<file path="src/design/skvt_pkg.sv">
`timescale 1ns / 1ps
// shared types and constants for the sorted key/value upsert table
// no dependencies
package skvt_pkg;

  localparam int DEF_CAPACITY = 64;

  localparam logic [1:0] ST_INSERTED = 2'd0;
  localparam logic [1:0] ST_UPDATED  = 2'd1;
  localparam logic [1:0] ST_DROPPED  = 2'd2;
  localparam logic [1:0] ST_UNUSED   = 2'd3;

  typedef struct packed {
    logic signed [31:0] new_key;
    logic signed [31:0] new_value;
  } in_beat_t;

  typedef struct packed {
    logic [1:0] status;
    logic [6:0] position;
    logic [6:0] entry_total;
  } out_beat_t;

  // per-cycle command broadcast to every cell
  typedef struct packed {
    logic cmp_en;
    logic apply_en;
    logic do_insert;
    logic do_update;
  } cell_ctrl_t;

endpackage

</file>
<file path="src/design/skvt_cell.sv">
`timescale 1ns / 1ps
// one slot of the sorted table: holds a key/value pair and its compare flags
// depends on skvt_pkg
module skvt_cell
  import skvt_pkg::*;
(
  input  logic               clk,
  input  logic               rst_n,
  input  cell_ctrl_t         ctrl,
  input  logic               occupied,
  input  logic signed [31:0] bcast_key,
  input  logic signed [31:0] bcast_value,
  input  logic               prev_lt,
  input  logic signed [31:0] prev_key,
  input  logic signed [31:0] prev_value,
  output logic               lt_r,
  output logic               eq_r,
  output logic signed [31:0] key_r,
  output logic signed [31:0] value_r
);

  logic at_pos;

  // first slot not below the new key
  assign at_pos = !lt_r && prev_lt;

  always_ff @(posedge clk) begin
    if (!rst_n) begin
      lt_r <= 1'b0;
      eq_r <= 1'b0;
    end else if (ctrl.cmp_en) begin
      lt_r <= occupied && (key_r < bcast_key);
      eq_r <= occupied && (key_r == bcast_key);
    end
  end

  always_ff @(posedge clk) begin
    if (ctrl.apply_en) begin
      if (ctrl.do_update && eq_r) begin
        value_r <= bcast_value;
      end else if (ctrl.do_insert && !lt_r) begin
        if (at_pos) begin
          key_r   <= bcast_key;
          value_r <= bcast_value;
        end else begin
          // shift up from the lower neighbour
          key_r   <= prev_key;
          value_r <= prev_value;
        end
      end
    end
  end

endmodule

</file>
<file path="config.mk">
export PLATFORM = sky130hd
export DESIGN_NAME = skvt_cell
export DESIGN_NICKNAME = d
export VERILOG_FILES = /design/src/design/skvt_pkg.sv /design/src/design/skvt_cell.sv
export SDC_FILE = /design/constraint.sdc
export NUM_CORES = 1
export LEC_CHECK = 0
export ABC_CLOCK_PERIOD_IN_PS = 6900
export CAP_MARGIN = 25
export CORE_ASPECT_RATIO = 2
export CORE_MARGIN = 3
export CORE_UTILIZATION = 63
export DETAILED_ROUTE_END_ITERATION = 7
export DONT_BUFFER_PORTS = 1
export GPL_TIMING_DRIVEN = 0
export PLACE_DENSITY = 0.82
export SYNTH_ARGS = -nofsm -noshare
export SYNTH_HDL_FRONTEND = slang
export SYNTH_SLANG_ARGS = --single-unit
</file>
<file path="constraint.sdc">
create_clock -name clk -period 6.9 [get_ports clk]
set_clock_uncertainty 0.2 [all_clocks]
set_input_delay 2.07 -clock clk [delete_from_list [all_inputs] [get_ports clk]]
set_output_delay 2.07 -clock clk [all_outputs]
set_load 0.005 [all_outputs]
</file>
# Word-level counts from Yosys, hierarchy flattened
# Index checks and enable logic that the tools add are counted.
[word_totals]
regBits = 66
in_bits = 136
word_cells = 20
[op_classes]
n_lt_le_gt_ge = 1
eq_ne = 1
muxes = 4
n_bitwise = 1
reduce_logical = 9
[ops]
columns = ["op", "n"]
rows = [
  ["$mux 32", 4],
  ["$eq 32x32->1", 1],
  ["$lt 32x32->1", 1],
  ["$logic_and 1x1->1", 5],
  ["$reduce_and 3->1", 1],
  ["$reduce_and 2->1", 1],
  ["$reduce_bool 2->1", 1],
  ["$logic_not 1->1", 1],
  ["$not 1->1", 1],
]

# Depth between registers and ports, before layout
# Gate-level depths: netlist (run 1).
[depth]
ltp_word = 5
depth_mapped = 8

# Least setup slack after synthesis (run 1)
# No wires, ideal clock.
[synth_path]
path_type = "in2reg"
from = "input port ctrl[1] (netlist bit)"
to = "register value_r[0] (enable)"
t_arrival_ns = 4.491
required_time_ns = 6.229
setup_slack_ns = 1.738
cell_stages = 2
cell_sequence = "nand2b_1 -> a21boi_0"
[synth_between]
elab_chain_cells = 3
[synth_rtl]
columns = ["element", "line_no", "source"]
rows = [
  ["start, declared", "skvt_cell.sv:9", "input cell_ctrl_t ctrl,"],
  ["$logic_and 1x1->1", "skvt_cell.sv:41", "end else if (ctrl.do_insert && !lt_r) begin"],
  ["$reduce_bool 2->1 (no source line)", "-", ""],
  ["$reduce_and 2->1 (no source line)", "-", ""],
  ["end signal, assigned", "skvt_cell.sv:40", "value_r <= bcast_value;"],
  ["end signal, assigned", "skvt_cell.sv:44", "value_r <= bcast_value;"],
  ["end signal, assigned", "skvt_cell.sv:48", "value_r <= prev_value;"],
  ["end, declared", "skvt_cell.sv:19", "output logic signed [31:0] value_r"],
]
# Every way passes these cells.
# A chain may end at the register's enable or synchronous reset.

# Worst setup path after layout (run 1)
[layout_path]
from = "input port bcast_key[14]"
to = "register lt_r"
[layout_between]
elab_chain_cells = 2
[layout_rtl]
columns = ["element", "line_no", "source"]
rows = [
  ["start, declared", "skvt_cell.sv:11", "input logic signed [31:0] bcast_key,"],
  ["$lt 32x32->1", "skvt_cell.sv:32", "lt_r <= occupied && (key_r < bcast_key);"],
  ["$logic_and 1x1->1", "skvt_cell.sv:32", ""],
  ["end signal, assigned", "skvt_cell.sv:32", ""],
  ["end, declared", "skvt_cell.sv:16", "output logic lt_r,"],
]
# Every way passes these cells.

==> results of run 1 <==
-- final cells by class --
class	instances	share of cell area (%)
clock inverters	4	1.79
multi-input cells	162	38.5
clock buffers	9	3.17
flip-flops and latches	66	50.2
plain buffers	8	0.864
well taps	60	1.92
inverters	32	3.07
repair buffers	1	0.512
-- stage by stage --
stage	hold slack (ns)	utilization [%]	setup WS, ns	instances
after floorplan	0.273	-	1.74	268
after global placement	0.296	67.4	0.976	328
after detailed placement	0.310	68.0	2.80	329
after CTS	0.319	71.5	3.15	342
after global routing	0.346	71.5	3.04	342
final	0.318	71.5	3.14	342
-- cells in the mapped netlist, drive strengths merged --
cell	number
o211ai	1
edfxtp	64
nor2	6
ha	32
and4b	1
o21ai	3
nor3	1
a21boi	3
or4b	1
nand3	5
nor2b	2
nand2	11
nand2b	3
a22oi	1
a221o	1
nor4	2
dfxtp	2
nand4	7
buf	6
clkbuf	2
a21oi	14
o21bai	1
o31a	1
a211oi	1
inv	32
mux2	64
a21o	1
-- path summary, 6_finish.rpt --
path	start	endpoint	cells after the start
max	bcast_key[14]	lt_r	8
max reg2reg	key_r[14]	lt_r	7
min	eq_r	eq_r	2
min reg2reg	eq_r	eq_r	2
-- report_power, final --
part           internal [mW]  switching [mW]
Sequential             0.471          0.0156
Combinational         0.0478          0.0537
Clock                  0.196           0.134
-- registers in the layout (all words and copies together), names as in the netlist --
name,cells
lt_r,1
value_r,32
eq_r,1
key_r,32
-- worst min-delay path, cell delays in order, from the launching register on --
cell	delay (ns)
dfxtp_1	0.34
nand2b_1	0.08
a21boi_1	0.05
-- routing by layer --
metal  routed length, microns  part of all wire [%]
met5                        7                 0.089
met4                      249                   3.2
met3                      987                    13
met2                     4230                    54
met1                     2350                    30
-- kinds of logic after synthesis --
| family | after synthesis | share of synthesized area [%] |
|---|---|---|
| fa+ha+maj | 32 | 11.1 |
| buf+inv | 40 | 4.26 |
| simple gates | 39 | 5.58 |
| mux | 64 | 20.0 |
| flops | 66 | 54.4 |
| compound gates | 27 | 4.75 |
-- cell usage in the layout, fill, tap and decap left out, types with 5 or more instances in the layout --
| cell type | synthesis | routed |
|---|---|---|
| inv_1 | 32 | 32 |
| nand3_1 | 5 | 5 |
| clkbuf_8 | 0 | 9 |
| nand4_1 | 7 | 7 |
| edfxtp_1 | 64 | 64 |
| nand2_1 | 11 | 11 |
| mux2_1 | 64 | 64 |
| nor2_1 | 6 | 6 |
| a21oi_1 | 13 | 13 |
| ha_1 | 32 | 32 |
==> flow_summary_export.csv, run 1 <==
group,metric,value,unit
synthesis,synth_top_area_share,53.2,%
sta,setup_viol,0,
worst_hold_path,hold_path_class,"flip-flop to flip-flop",
worst_setup_path,path_cells,"inv_1 -> ha_1 -> a21oi_2 -> nand2_1 -> a221o_1 -> o31a_1 -> or4b_1 -> nand2_1",
cells_and_area,fillCellCount,375,
worst_setup_path,crit_path_end_kind,"flip-flop",
floorplan,dieArea,6730,sq um
floorplan,start_util,66.0,%
worst_setup_path,crit_path_max_incr_delay,0.49,ns
grt,grtUsageMet3,11.2,%
run_status,status,"finished, final reports clean",
synthesis,synthTopCellsByArea,"edfxtp_1 53%, mux2_1 20%, ha_1 11%",
cells_and_area,stdcell_area,3910,sq um
sta,tns,0,ns
worst_setup_path,cpMostUsedCell,"nand2_1",
floorplan,placementRows,38,
sta,fmax,0.266,GHz
synthesis,synth_top_area_cell,"edfxtp_1",
clock_network,htree_levels,3,
grt,grt.busiest_layer,"met2",
grt,grt.met2_usage,41.9,%
synthesis,syn_area,3610,sq um
cells_and_area,antenna_cells,0,
place,port_buffers,0,
grt,grtUsageTotal,23.9,%
synthesis,syn_inst,268,
power,power_density,235,nW/um^2
clock_network,cts_buffers,9,
place,dp_hpwl,6380,microns
worst_setup_path,start_kind,"input pin",
clock_network,cts_setup_buffers,0,
sta,slew_viol_final,0,
clock_network,cts_root_buf,"clkbuf_8",
grt,antenna_found_initial,1,
grt,grt_start_max_net_pins,33,
synthesis,synth.distinct_cells,32,
power,vdd_drop_max,195,uV
floorplan,ios,202,
power,leakagePower,1.54,nW
place,place_congestion,0.765,
sta,period_minus_slack,3.76,ns
routing,wire_per_inst,22.9,microns
routing,first_iter_violations,80,
cells_and_area,multiInputGateArea,1510,sq um
clock_network,cts_tree,"built",
cells_and_area,syn_to_final_growth,8.35,%
sta,rsz0062_at_grt,"false",
worst_setup_path,r2r_slack,4.46,ns
job,cap_violations,0,
power,fin_total_pwr,918,uW
floorplan,die_h,113,microns
grt,grt_pass1_wl,11600,microns
routing,wirelength,7830,microns
synthesis,yosysWarnings,0,
clock_network,cts_resized,0,
sta,relSlewSlack,47.7,%
synthesis,yosysSeqAreaShare,54.4,%
clock_network,clk_pin_slew_worst_paths,0.07,ns
worst_setup_path,critPathSlowestCell,"or4b_1",
worst_setup_path,critical_path_arrival,3.83,ns
grt,use_met1,22.3,%
worst_setup_path,crit_path_max_fanout,3,
cells_and_area,fin_nets,448,
worst_setup_path,path_delay_family,"compound AO/OA/AOI/OAI gates",
worst_setup_path,path_class,"input pin to flip-flop",
worst_setup_path,path_buf_inv,1,
cells_and_area,drive_above_1_share,7.45,%
sta,worst_slew_pin_slew,0.784,ns
floorplan,die_w,59.5,microns
synthesis,synth.avg_cell_area,13.5,sq um
clock_network,clockBufferDepth,2,
floorplan,core_area,5470,sq um
sta,min_period_over_period,54.5,%
clock_network,clk-insertion-delay-late,0.33,ns
place,postPlaceCellArea,3720,sq um
cells_and_area,regArea,1960,sq um
grt,overflow,0,
clock_network,clock-sinks,66,
worst_setup_path,critPathRequiredTime,6.97,ns
synthesis,ys_seq_elements,66,
grt,grt_pass1_vias,2464,
routing,firstDrtPassIters,4,
routing,drc,0,
routing,viasPerCell,6.36,
clock_network,postCtsHoldBufs,0,
routing,ant_nets,0,
sta,hold_violations,0,
synthesis,syn-num-nets,436,
routing,vias,2176,
Note: power is estimated with default switching activity, not from simulation.
==> run 2: changes to the inputs <==
- ABC_CLOCK_PERIOD_IN_PS: 6900 -> 3100
- CORE_UTILIZATION: 63 -> 57
- PLACE_DENSITY: 0.82 -> 0.78
- clock period: 6.9 -> 3.1 ns (I/O delays scaled with it)
==> flow_summary_export.csv, run 2 (synthesized netlist as in run 1, its figures left out) <==
group,metric,value,unit
run_status,status,"finished, final reports clean",
sta,worst_slew_pin_slew,0.795,ns
grt,antenna_found_initial,0,
sta,rsz0062_at_grt,"false",
routing,viasPerCell,5.87,
floorplan,ios,202,
place,place_congestion,0.783,
routing,vias,2165,
cells_and_area,antenna_cells,0,
worst_setup_path,critPathSlowestCell,"or4b_1",
clock_network,cts_buffers,9,
grt,grt_start_max_net_pins,33,
clock_network,cts_resized,0,
worst_setup_path,path_class,"input pin to flip-flop",
power,vdd_drop_max,352,uV
clock_network,cts_root_buf,"clkbuf_16",
worst_setup_path,crit_path_end_kind,"flip-flop",
sta,tns,0,ns
floorplan,core_area,6060,sq um
grt,grt_pass1_vias,2467,
worst_setup_path,critPathRequiredTime,3.16,ns
sta,relSlewSlack,47.0,%
routing,ant_nets,0,
sta,hold_ws,0.314,ns
worst_setup_path,crit_start,"bcast_key[5]",
worst_setup_path,crit_path_max_incr_delay,0.49,ns
routing,firstDrtPassIters,4,
sta,setup_viol,0,
worst_setup_path,crit_path_max_fanout,2,
cells_and_area,syn_to_final_growth,12.6,%
place,port_buffers,0,
clock_network,clk_pin_slew_worst_paths,0.05,ns
routing,wire_per_inst,22.0,microns
cells_and_area,largestRegisters,"key_r: 32 flops, value_r: 32 flops",
worst_setup_path,r2r-start,"key_r[5]",
worst_setup_path,critical_path_arrival,2.70,ns
worst_setup_path,start_kind,"input pin",
routing,drc,0,
floorplan,dieArea,7380,sq um
clock_network,clock-sinks,66,
clock_network,cts_setup_buffers,0,
worst_hold_path,min_from,"eq_r",
clock_network,clockBufferDepth,2,
power,leakagePower,1.59,nW
sta,slew_viol_final,0,
power,fin_total_pwr,2.38,mW
clock_network,cts_tree,"built",
clock_network,clk-insertion-delay-late,0.32,ns
routing,wirelength,8110,microns
clock_network,postCtsHoldBufs,0,
sta,fmax,0.380,GHz
worst_setup_path,path_cells,"inv_1 -> ha_1 -> a21oi_1 -> o21ai_0 -> a221o_1 -> o31a_1 -> or4b_1 -> nand2_1",
cells_and_area,final_cell_mix,"64 x mux2_1, 64 x edfxtp_1, 32 x inv_1, 32 x ha_1, 13 x a21oi_1",
routing,first_iter_violations,70,
floorplan,die_h,119,microns
sta,hold_violations,0,
place,dp_hpwl,6500,microns
power,power_density,587,nW/um^2
floorplan,placementRows,40,
worst_setup_path,r2r_slack,0.66,ns
grt,overflow,0,
grt,grtUsageTotal,22.3,%
worst_hold_path,hold_path_class,"flip-flop to flip-flop",
job,cap_violations,0,
clock_network,htree_levels,3,
floorplan,start_util,59.6,%
floorplan,die_w,62.3,microns
cells_and_area,drive_above_1_share,7.72,%
sta,period_minus_slack,2.63,ns
sta,min_period_over_period,84.9,%
cells_and_area,fin_nets,448,
grt,grt_pass1_wl,12300,microns
==> run 2: layer usage <==
layer  vias to the layer above  track usage, %  routed length [microns]
li1                       1020               -                        -
met1                       982            18.3                     2390
met2                       146            41.4                     4480
met3                        17            11.0                     1020
met4                         0            12.6                      213
met5                         -               0                        0
==> run 2: worst paths after layout <==
check             endpoint  cells after the start
setup / recovery      lt_r                      8
hold / removal        eq_r                      2
setup reg to reg      lt_r                      7
hold reg to reg       eq_r                      2
==> run 2: per-stage QoR <==
step	std cells	utilization (%)	cell area, sq um	worst slack (ns)
after floorplan	268	-	3610	0.242
after global placement	352	61.4	3720	0.148
after detailed placement	353	61.9	3750	0.136
after CTS	369	67.1	4070	0.464
after global routing	369	67.1	4070	0.385
final	369	67.1	4070	0.467
==> run 2: critical path: cells and delay by family <==
family / cells / cell delay (ns)
buffers and inverters: 1 / 0.02
AO/OA/AOI/OAI: 4 / 0.89
AND/OR/NAND/NOR: 2 / 0.56
adder cells (fa/ha/maj): 1 / 0.30
==> run 2: final cells by class <==
class	count	area (sq um)
flip-flops and latches	66	1960
multi-input cells	162	1510
repair buffers	1	20.0
plain buffers	8	33.8
well taps	84	105
clock buffers	10	229
inverters	32	120
clock inverters	6	88.8
fillers	436	1990
==> run 2: where the power goes <==
part | internal [mW] | switching [mW] | total (mW)
combinational | 0.106 | 0.120 | 0.227
clock | 0.706 | 0.365 | 1.07
sequential | 1.05 | 0.0358 | 1.09
total | 1.86 | 0.521 | 2.38
==> run 3: changes to the inputs <==
- ABC_CLOCK_PERIOD_IN_PS: 3100 -> 2700
- CORE_UTILIZATION: 57 -> 63
- PLACE_DENSITY: 0.78 -> 0.82
- clock period: 3.1 -> 2.7 ns (I/O delays scaled with it)
==> flow_summary_export.csv, run 3 (synthesized netlist as in run 1, its figures left out) <==
group,metric,value,unit
run_status,status,"finished, final reports clean",
cells_and_area,stdcell_count,343,
place,placed_cells,328,
floorplan,dieArea,6730,sq um
place,place_congestion,0.812,
sta,min_period_over_period,90.5,%
sta,rsz0062_at_grt,"false",
worst_hold_path,hold_path_class,"flip-flop to flip-flop",
routing,firstDrtPassIters,4,
routing,wire_per_inst,22.8,microns
place,dp_hpwl,6460,microns
cells_and_area,final_cell_mix,"64 x mux2_1, 64 x edfxtp_1, 32 x inv_1, 31 x ha_1, 13 x a21oi_1",
place,port_buffers,0,
clock_network,postCtsHoldBufs,0,
floorplan,start_util,66.0,%
worst_hold_path,min_from,"eq_r",
cells_and_area,fin_nets,447,
clock_network,cts_tree,"built",
sta,slew_viol_final,0,
clock_network,htree_levels,3,
cells_and_area,drive_above_1_share,7.09,%
grt,grt_pass1_vias,2432,
cells_and_area,syn_to_final_growth,8.28,%
grt,antenna_found_initial,1,
clock_network,cts_buffers,9,
sta,worst_slew_pin_slew,0.965,ns
power,power_density,603,nW/um^2
clock_network,clk-insertion-delay-late,0.34,ns
sta,relSlewSlack,35.5,%
routing,vias,2154,
grt,grt_pass1_wl,11600,microns
cells_and_area,largestRegisters,"key_r: 32 flops, value_r: 32 flops",
grt,overflow,0,
routing,wirelength,7830,microns
sta,setup_viol,0,
routing,drc,0,
worst_setup_path,critPathSlowestCell,"or4b_1",
worst_setup_path,critPathRequiredTime,2.79,ns
power,leakagePower,1.53,nW
power,vdd_drop_max,803,uV
clock_network,clockBufferDepth,2,
sta,hold_violations,0,
worst_setup_path,start_kind,"input pin",
clock_network,cts_root_buf,"clkbuf_8",
worst_setup_path,path_cells,"inv_1 -> ha_1 -> a21oi_1 -> o21ai_1 -> a221o_1 -> o31a_1 -> or4b_1 -> nand2_1",
job,cap_violations,0,
sta,period_minus_slack,2.44,ns
clock_network,clock-sinks,66,
floorplan,die_h,113,microns
place,postPlaceCellArea,3710,sq um
worst_setup_path,crit_start,"bcast_key[5]",
worst_setup_path,r2r-start,"key_r[5]",
clock_network,clk_pin_slew_worst_paths,0.07,ns
cells_and_area,stdcell_area,3910,sq um
grt,grtUsageTotal,24.2,%
worst_setup_path,crit_path_end_kind,"flip-flop",
sta,fmax,0.409,GHz
floorplan,die_w,59.5,microns
grt,grt_start_max_net_pins,33,
clock_network,cts_resized,0,
routing,viasPerCell,6.28,
cells_and_area,finish.utilization,71.5,%
floorplan,placementRows,38,
worst_setup_path,critical_path_arrival,2.53,ns
clock_network,cts_setup_buffers,0,
routing,ant_nets,0,
worst_setup_path,crit_path_max_incr_delay,0.49,ns
worst_setup_path,path_class,"input pin to flip-flop",
floorplan,ios,202,
worst_setup_path,crit_path_max_fanout,2,
routing,first_iter_violations,95,
floorplan,core_area,5470,sq um
[run 3: metal layers]
layer	vias to the layer above	track usage, %	wire (microns)
met2	145	42.4	4230
met3	21	13.1	1070
met5	-	0	0
met1	976	21.0	2260
met4	0	12.3	272
li1	1012	-	-
[run 3: area by class of cell]
type	count	area, sq um
multi-input cells	162	1520
diodes	1	2.50
inverters	32	120
clock buffers	10	128
well taps	60	75.1
flip-flops and latches	66	1960
plain buffers	8	33.8
fillers	389	1560
clock inverters	4	68.8
[run 3: critical path: cells and delay by family]
| kind | cells | cell delay [ns] |
|---|---|---|
| compound gates | 4 | 0.84 |
| fa+ha+maj | 1 | 0.30 |
| buf+inv | 1 | 0.02 |
| simple gates | 2 | 0.55 |
[run 3: per-stage QoR]
step                TNS [ns]  setup slack, ns  hold slack, ns  power, mW
detailed placement     -1.77           -0.104           0.302       1.53
global placement       -6.50          -0.0955           0.296       1.52
CTS                        0            0.249           0.307       2.38
finish                     0            0.257           0.301       2.36
floorplan                  0          0.00348           0.273       1.46
global route               0            0.169           0.346       2.46
[run 3: path summary, 6_finish.rpt]
kind,to,slack (ns),cells after the start
worst max-delay path,lt_r,0.26,8
worst min-delay path,eq_r,0.30,2
worst max register to register,lt_r,0.32,7
worst min register to register,eq_r,0.30,2
[run 3: report_power, final]
group          switching (mW)  internal, mW
Combinational           0.137         0.120
Clock                   0.349         0.505
Sequential             0.0409          1.21
